==> config.mk <==
export PLATFORM = sky130hd
export DESIGN_NAME = srt_cell
export DESIGN_NICKNAME = d
export VERILOG_FILES = /design/src/design/srt_pkg.sv /design/src/design/srt_cell.sv
export SDC_FILE = /design/constraint.sdc
export NUM_CORES = 1
export LEC_CHECK = 0
export ABC_AREA = 1
export BUFFER_PORTS_ARGS = -buffer_cell sky130_fd_sc_hd__buf_2
export CORE_MARGIN = 2
export CORE_UTILIZATION = 40
export CTS_CLUSTER_SIZE = 25
export DETAILED_ROUTE_END_ITERATION = 10
export GPL_ROUTABILITY_DRIVEN = 0
export GPL_TIMING_DRIVEN = 0
export PLACE_DENSITY = 0.63
export SKIP_CTS_REPAIR_TIMING = 1
export SYNTH_ARGS = -nofsm -noshare
export SYNTH_HDL_FRONTEND = slang
export SYNTH_SLANG_ARGS = --single-unit
==> constraint.sdc <==
create_clock -name clk -period 9.1 [get_ports clk]
set_input_delay 0.91 -clock clk [delete_from_list [all_inputs] [get_ports clk]]
set_output_delay 0.91 -clock clk [all_outputs]
set_load 0.01 [all_outputs]
==> src/design/srt_pkg.sv <==
`timescale 1ns / 1ps

package srt_pkg;

  typedef enum logic [2:0] {
    CMD_APPEND   = 3'd0,
    CMD_CLEAR    = 3'd1,
    CMD_FIND     = 3'd2,
    CMD_REBASE   = 3'd3,
    CMD_SET_FLAG = 3'd4
  } cmd_t;

  // request travelling down the cell chain, with the find result it collects
  typedef struct packed {
    cmd_t        cmd;
    logic        kind;
    logic        kind_ok;
    logic [31:0] spos;
    logic [31:0] epos;
    logic [31:0] pos;
    logic [31:0] delta;
    logic [31:0] prev_first_shift;
    logic [31:0] prev_last_shift;
    logic        done;
    logic        found;
    logic [31:0] hit_first;
    logic [31:0] hit_last;
    logic [31:0] hit_first_shift;
    logic [31:0] hit_last_shift;
  } token_t;

endpackage

==> src/design/srt_cell.sv <==
`timescale 1ns / 1ps

module srt_cell import srt_pkg::*; #(
  parameter int KIND_COUNT = 2,
  parameter int IDX        = 0,
  parameter int CW         = 5
) (
  input  logic          clk,
  input  logic          rst,
  input  logic [CW-1:0] active_count,
  input  logic          in_valid,
  input  token_t        in_tok,
  output logic          out_valid,
  output token_t        out_tok
);

  localparam int KW = (KIND_COUNT > 1) ? $clog2(KIND_COUNT) : 1;

  logic [31:0] cell_first       [KIND_COUNT];
  logic [31:0] cell_last        [KIND_COUNT];
  logic [31:0] cell_first_shift [KIND_COUNT];
  logic [31:0] cell_last_shift  [KIND_COUNT];

  logic [KW-1:0] kidx;
  logic          live;
  logic          append_here;
  logic [31:0]   shifted_first;
  logic [31:0]   shifted_last;
  logic          move_first;
  logic          move_last;
  token_t        tok_next;

  assign kidx = KW'(in_tok.kind);
  assign live = in_valid && in_tok.kind_ok && (CW'(IDX) < active_count);
  assign append_here = in_valid && in_tok.kind_ok && (in_tok.cmd == CMD_APPEND) &&
                       (CW'(IDX) == active_count);

  assign shifted_first = cell_first[kidx] + cell_first_shift[kidx];
  assign shifted_last  = cell_last[kidx] + cell_last_shift[kidx];
  assign move_last  = $signed(in_tok.pos) <= $signed(cell_last[kidx]);
  assign move_first = $signed(in_tok.pos) < $signed(cell_first[kidx]);

  always_comb begin
    tok_next = in_tok;
    if (live) begin
      case (in_tok.cmd)
        CMD_APPEND: begin
          // the next cell may be the append slot and needs our shifts
          tok_next.prev_first_shift = cell_first_shift[kidx];
          tok_next.prev_last_shift  = cell_last_shift[kidx];
        end
        CMD_FIND: begin
          if (!in_tok.done && ($signed(in_tok.pos) <= $signed(shifted_last))) begin
            tok_next.done = 1'b1;
            if ($signed(shifted_first) <= $signed(in_tok.pos)) begin
              tok_next.found           = 1'b1;
              tok_next.hit_first       = cell_first[kidx];
              tok_next.hit_last        = cell_last[kidx];
              tok_next.hit_first_shift = cell_first_shift[kidx];
              tok_next.hit_last_shift  = cell_last_shift[kidx];
            end
          end
        end
        default: begin
        end
      endcase
    end
  end

  always_ff @(posedge clk) begin
    if (rst) begin
      out_valid <= 1'b0;
    end else begin
      out_valid <= in_valid;
    end
    out_tok <= tok_next;
    if (append_here) begin
      cell_first[kidx]       <= in_tok.spos + in_tok.prev_first_shift;
      cell_last[kidx]        <= in_tok.epos + in_tok.prev_last_shift;
      cell_first_shift[kidx] <= '0;
      cell_last_shift[kidx]  <= '0;
    end else if (live && (in_tok.cmd == CMD_REBASE)) begin
      if (move_last) begin
        cell_last[kidx]       <= cell_last[kidx] + in_tok.delta;
        cell_last_shift[kidx] <= cell_last_shift[kidx] + in_tok.delta;
      end
      if (move_first) begin
        cell_first[kidx]       <= cell_first[kidx] + in_tok.delta;
        cell_first_shift[kidx] <= cell_first_shift[kidx] + in_tok.delta;
      end
    end
  end

endmodule

# [Word-level counts from Yosys, hierarchy flattened]
# Memories as Yosys holds them, arrays and structs flattened.
# Cells that the tools add are included.
[word_totals] reg_bits=328 ramBits=256 word_cells=67 mem_count=4
[mem_list] memory="cell_first" depth=2 word_bits=32 read_ports=1 rd_clocked_by_memory_dff=0 wr=1 line="srt_cell.sv:19" text="logic [31:0] cell_first [KIND_COUNT];"
[mem_list] memory="cell_first_shift" depth=2 word_bits=32 read_ports=1 rd_clocked_by_memory_dff=0 wr=1 line="srt_cell.sv:21" text="logic [31:0] cell_first_shift [KIND_COUNT];"
[mem_list] memory="cell_last" depth=2 word_bits=32 read_ports=1 rd_clocked_by_memory_dff=0 wr=1 line="srt_cell.sv:20" text="logic [31:0] cell_last [KIND_COUNT];"
[mem_list] memory="cell_last_shift" depth=2 word_bits=32 read_ports=1 rd_clocked_by_memory_dff=0 wr=1 line="srt_cell.sv:22" text="logic [31:0] cell_last_shift [KIND_COUNT];"
[op_classes] n_addsub=8 magnitude_cmp=5 eq_ne=2 mux=19 n_bitwise=4 reduce_logical=9
[ops] operator="$mux W130" count=2
[ops] operator="$add A32 B32 Y32" count=8
[ops] operator="$mux W194" count=1
[ops] operator="$mux W129" count=1
[ops] operator="$mux W32" count=4
[ops] operator="$le A32 B32 Y1" count=3
[ops] operator="$mux W64" count=1
[ops] operator="$lt A32 B32 Y1" count=1
[ops] operator="$mux W1" count=10
[ops] operator="$eq A3 B2 Y1 const B" count=2
[ops] operator="$logic_and A1 B1 Y1" count=6
[ops] operator="$logic_not A5 Y1" count=1
[ops] operator="$lt A1 B5 Y1 const A" count=1
[ops] operator="$or A1 B1 Y1" count=4
[ops] operator="$logic_not A3 Y1" count=1
[ops] operator="$logic_not A1 Y1" count=1

# [Depth between registers and ports, before layout]
# Gate-level depths: netlist of run 1.
[depth] ltp_word=7 mapped_depth=34 ltp_nobuf=30

# [Least setup slack after synthesis of run 1]
# OpenSTA, ideal clock, no wires.
[synth_timing] kind="input to register" start="input port in_tok[323] (netlist bit)" end="memory cell_last[0][0], enable pin" arrival_time_ps=6304 t_required_ps=8593 setup_slack_ps=2289 path_stages=19 path_buffers=3 cell_sequence="inv_2 -> clkbuf_1 -> clkbuf_1 -> or2_2 -> o21ai_0 -> ha_1 -> a21oi_1 -> o21ai_0 -> nand2_1 -> nand2_1 -> nand2_1 -> nand3_1 -> nand2_1 -> nand2_1 -> nand2_1 -> nand3_2 -> nand2_1 -> buf_2 -> a21oi_1"
[synth_via] elab_chain_len=7
[synth_lines] element="from (decl)" line="srt_cell.sv:12" text="input token_t in_tok,"
[synth_lines] element="$mem_v2 Z2 W32"
[synth_lines] element="$le A32 B32 Y1" line="srt_cell.sv:40" text="assign move_last = $signed(in_tok.pos) <= $signed(cell_last[kidx]);"
[synth_lines] element="$mux W1" line="srt_cell.sv:83" text="if (move_last) begin"
[synth_lines] element="$mux W1" line="srt_cell.sv:82" text="end else if (live && (in_tok.cmd == CMD_REBASE)) begin"
[synth_lines] element="$mux W1" line="srt_cell.sv:77" text="if (append_here) begin"
[synth_lines] element="$mux W1 (implied by the code)" line="srt_cell.sv:84" text="cell_last[kidx] <= cell_last[kidx] + in_tok.delta;"
[synth_lines] element="$or A1 B1 Y1 (no source line)"
[synth_lines] element="to (decl)" line="srt_cell.sv:20"
# Several ways; a longest one is shown, not always the timed one.

==> results.cfg, run 1 <==
[synth]
ys_ff_latch = 584
syn_area_sq_mm = 0.0368
synth-seq-area-share_pct = 38.7
ys.flop_type = dfxtp_1
synth_cells = 4732
ys_async_sr_fraction_pct = 0
synth_enable_flop_cells = 256
ys.warnings.count = 0
ys_types = 49
ys_top_cells_by_area = edfxtp_1 21%, dfxtp_1 18%, nand2_1 13%
yosysMostFrequentCell = nand2_1
synthTopCellsByCount = 1,257 x nand2_1, 438 x inv_1, 414 x nor2_1
synth.avg_cell_area_sq_um = 7.79
synth_top_area_share_pct = 20.9
synth_nets = 5450
synth_area_leader_cell = edfxtp_1

[grt]
grt_pass1_vias = 34200
track_usage_pct = 33.0
antenna_found_initial = 15
globalRouteOverflowTotal = 0
grt_first_pass_wirelength_um = 225000
grt_max_degree = 25

[power_and_ir_drop]
peakVddDrop_mv = 0.168
design_power_total_w = 0.00748
powerDensity_mw_per_mm2 = 169
p_leak_nw = 21.0

[die]
chipHeight_um = 307
rows = 111
die_w_um = 307
coreArea_sq_mm = 0.0915
start_util_pct = 40.3
dieArea_sq_mm = 0.0945
ios = 663

[route]
first_pass_iters = 6
drcViolationCount = 0
routedLengthMet1_um = 67200
drt-total-wl_um = 162000
dr_wl_met3_um = 18600
wl_met2_um = 68100
ant_nets = 0
wl_per_cell_um = 24.1
drt_iter0_drc = 4111
vias = 37400
dr.max_layer_used = met5
via_per_inst = 5.57

[worst_setup_path]
crit_top_cell = nand2_1
cp-start-kind = input pin
required_ns = 9.56
arrival_ns = 9.10
slowest_stage = clkbuf_2
crit_type = input pin to register
critPathMaxStageDelay_ns = 0.81
cp-end-kind = register
crit_path_max_fanout = 19

[cts]
numCtsBuffers = 68
clk_latency_ns = 0.67
clock-root-buffer = clkbuf_16
cts.sinks = 584
clk_pin_slew_ns = 0.06
cts_tree = done
h-tree-depth = 3
cts_buffer_depth = 3

[final_layout]
area_growth_pct = 20.2
drive_gt1_share_pct = 16.2
nets = 6192

[sta]
slew_headroom_pct = -7.51
setup_viol = 0
finalHoldViolCount = 0
rsz0062_at_grt = false
slew_violations = 4
setup_ws_ns = 0.458
tightest_slew_ns = 1.61
fmax_mhz = 116
finalCritPeriodShare_pct = 95.0
finClkSkew_ns = 0.0482
period_needed_ns = 8.64

[run_status]
violations = capacitance limit, slew limit
outcome = complete, but fails checks

[min_path]
hold_path.class = input pin to register

[place]
place_ws_ns = -0.775
place_hpwl_um = 130000
io_buffers = 662

[flow_run]
cap_violations = 1
-- final timing paths --
kind	startpoint	end	slack [ns]	cells past startpoint
max	in_tok[323]	out_tok[45]	0.46	30
min	in_tok[285]	out_tok[285]	0.37	1
max reg2reg	cell_last[0][1]	out_tok[45]	2.44	28
min reg2reg	cell_last_shift[0][0]	out_tok[130]	0.57	2
-- layout make-up --
class,count,area (sq um)
Multi-Input combinational cell,3595,20400
Fill cell,9012,47200
Antenna cell,13,32.5
Sequential cell,584,14300
Timing Repair Buffer,673,3600
Buffer,112,567
Inverter,440,1650
Clock buffer,86,1880
Clock inverter,38,414
Tap cell,1186,1480
-- sequential cells by signal, indices dropped and copies added, names as in the netlist --
name / count
out_tok: 327
cell_first: 64
cell_first_shift: 64
cell_last: 64
cell_last_shift: 64
out_valid: 1
-- metrics by stage --
step | instances | TNS [ns] | utilization (%) | cell area, sq um | hold slack, ns
floorplan | 4732 | 0 | - | 36800 | 0.494
detailed placement | 6591 | -13.24 | 45.9 | 42000 | 0.553
global route | 6716 | 0 | 48.4 | 44300 | 0.353
global placement | 6580 | -537.35 | 45.5 | 41600 | 0.552
CTS | 6715 | -0.109 | 48.4 | 44300 | 0.338
finish | 6727 | 0 | 48.4 | 44300 | 0.367
-- critical path, delay by kind of cell --
kind / cells / cell delay, ns
adder cells (fa/ha/maj): 3 / 0.96
AO/OA/AOI/OAI: 6 / 2.16
AND/OR/NAND/NOR: 13 / 2.05
buffers and inverters: 8 / 2.97
-- kinds of logic (layout without fill, tap and decap cells) --
family                     count (synthesis)  in the layout  share of synthesized area [%]
DFF                                      584            584                           38.7
other                                      0             13                              0
and+or+nand+nor                         2057           2057                           23.1
AOI/OAI and AO/OA                        963            963                           14.5
xor gates and xnor gates                 192            192                           4.56
adders and majority gates                383            383                           13.2
buffers and inverters                    553           1349                           6.03
-- report_power, final --
part           switching, W  internal (W)
clock               0.00122       0.00161
sequential        0.0000231       0.00285
combinational       0.00121      0.000572
-- layer usage --
metal,track usage (%),up-vias
met5,0,-
met4,14.4,14
met3,8.31,353
met2,49.3,2142
met1,45.0,17400
li1,-,17500
-- layout by cell type, fill, tap and decap left out, types with 157 or more instances in the layout --
cell type and instances:
dfxtp_1 328, ha_1 375, nand3_1 157, buf_2 676
nand2_1 1257, o21ai_0 367, nor2_1 414, inv_1 438
a21oi_1 345, edfxtp_1 256
No activity file was read; power rests on OpenSTA's default activity.
==> run 2: changes to the inputs <==
==> constraint.sdc (replaced) <==
create_clock -name clk -period 8.85 [get_ports clk]
set_input_delay 0.885 -clock clk [delete_from_list [all_inputs] [get_ports clk]]
set_output_delay 0.885 -clock clk [all_outputs]
set_load 0.01 [all_outputs]
==> run 2 against run 1 <==
The run still ends with capacitance limit, slew limit left. Die area stayed put. Critical path depth increased by 2. Power is 2.8% higher. Sequential power rose by 3%. Via count barely moved. Clock power is 3% higher. Sequential cell count unchanged. First-iteration DRC count shrank 2.3%. Design area barely moved. Sequential share of layout area barely moved. Routed wire length up 0.12%. Final cell count barely moved. Critical endpoint unchanged. Largest power group unchanged. Highest routed layer unchanged.
==> results.cfg, run 2 (synthesis gave the netlist of run 1 again) <==
[run_status]
outcome = complete, but fails checks
violations = capacitance limit, slew limit

[route]
first_pass_iters = 8
via_per_inst = 5.56
drt_iter0_drc = 4016
drcViolationCount = 0
drt-total-wl_um = 162000
wl_per_cell_um = 24.1
ant_nets = 0
vias = 37400

[power_and_ir_drop]
peakVddDrop_mv = 0.173
p_leak_nw = 21.0
powerDensity_mw_per_mm2 = 174

[grt]
grt_pass1_vias = 34200
track_usage_pct = 33.0
antenna_found_initial = 15
grt_max_degree = 25
grt_first_pass_wirelength_um = 225000
globalRouteOverflowTotal = 0

[sta]
finalHoldViolCount = 0
setup_viol = 0
tightest_slew_ns = 1.71
slew_violations = 4
fmax_mhz = 116
period_needed_ns = 8.62
rsz0062_at_grt = false
finalCritPeriodShare_pct = 97.4
slew_headroom_pct = -14.2
setup_ws_ns = 0.227
finClkSkew_ns = 0.0476
hold-worst-slack_ns = 0.341

[place]
place_inst = 6591
place_hpwl_um = 130000
dpl_cell_area_sq_mm = 0.0420
io_buffers = 662
place_ws_ns = -1.00

[min_path]
holdCritStartpoint = in_tok[265]
min_path_cells = 1
hold_path.class = input pin to register
worstHoldEndpoint = out_tok[265]

[final_layout]
finalNonFillerCells = 6723
drive_gt1_share_pct = 16.2
layout_commonest_cell = nand2_1
area_growth_pct = 20.2
final_cell_mix = 1,257 x nand2_1, 676 x buf_2, 438 x inv_1
final_area_sq_mm = 0.0443
largest_reg_flops = 327
nets = 6193
regMostFlops = out_tok

[die]
coreArea_sq_mm = 0.0915
start_util_pct = 40.3
ios = 663
chipHeight_um = 307
die_w_um = 307
dieArea_sq_mm = 0.0945
rows = 111

[flow_run]
cap_violations = 1

[cts]
cts_buffer_depth = 3
cts_tree = done
cts.sinks = 584
clock-root-buffer = clkbuf_16
numCtsBuffers = 68
h-tree-depth = 3
clk_pin_slew_ns = 0.06
clk_latency_ns = 0.67

[worst_setup_path]
worst_r2r_path_depth = 28
regToRegEndpoint = out_tok[45]
crit_top_cell = nand2_1
critPathMaxStageDelay_ns = 0.72
cp-start-kind = input pin
reg2reg_from = cell_last[0][1]
crit_path_max_fanout = 10
crit_type = input pin to register
r2r_setup_slack_ns = 2.17
slowest_stage = o21ai_0
required_ns = 9.31
arrival_ns = 9.08
cp-end-kind = register
## run 2: cell types whose count changed in the layout (fill, tap and decap cells not counted), sizes merged
cell    delta
diode      -5
clkbuf     +1
## run 2: worst max-delay path, delay by kind of cell
kind | cells | cell delay (ns)
buf+inv | 9 | 2.86
compound gates | 5 | 1.89
fa+ha+maj | 3 | 0.97
simple gates | 15 | 2.39
## run 2: power by group
| group | total (W) | internal, W | switching, W |
|---|---|---|---|
| clock network | 0.00291 | 0.00165 | 0.00125 |
| logic | 0.00183 | 0.000588 | 0.00124 |
| registers | 0.00295 | 0.00293 | 0.0000238 |
## run 2: worst max-delay path by stage
stage | from | endpoint | depth (start not counted)
detailed placement | in_tok[323] | out_tok[45] | 31
floorplan | in_tok[323] | cell_last[0][0] | 19
CTS | in_tok[323] | out_tok[45] | 31
global route | in_tok[323] | out_tok[45] | 31
global placement | in_tok[323] | cell_last_shift[1][20] | 21
finish | in_tok[323] | out_tok[45] | 32
## run 2: through the flow
stage | utilization, % | setup TNS, ns | total power, W
floorplan | - | 0 | 0.00407
global placement | 45.5 | -612.12 | 0.00475
detailed placement | 45.9 | -40.46 | 0.00477
CTS | 48.4 | -0.343 | 0.00767
global route | 48.4 | 0 | 0.00797
finish | 48.4 | 0 | 0.00769
## run 2: layout make-up
class / count / area [sq um]
Clock buffer: 86 / 1880
Buffer: 113 / 572
Timing Repair Buffer: 673 / 3600
Sequential cell: 584 / 14300
Multi-Input combinational cell: 3595 / 20400
Tap cell: 1186 / 1480
Antenna cell: 8 / 20.0
Inverter: 440 / 1650
Clock inverter: 38 / 414
Fill cell: 9011 / 47200
## run 2: layer usage
metal	wire length (um)	vias up	global-route usage (%)
li1	-	17500	-
met1	67600	17400	45.0
met2	68300	2080	49.3
met3	18200	342	8.31
met4	7790	16	14.4
met5	86	-	0
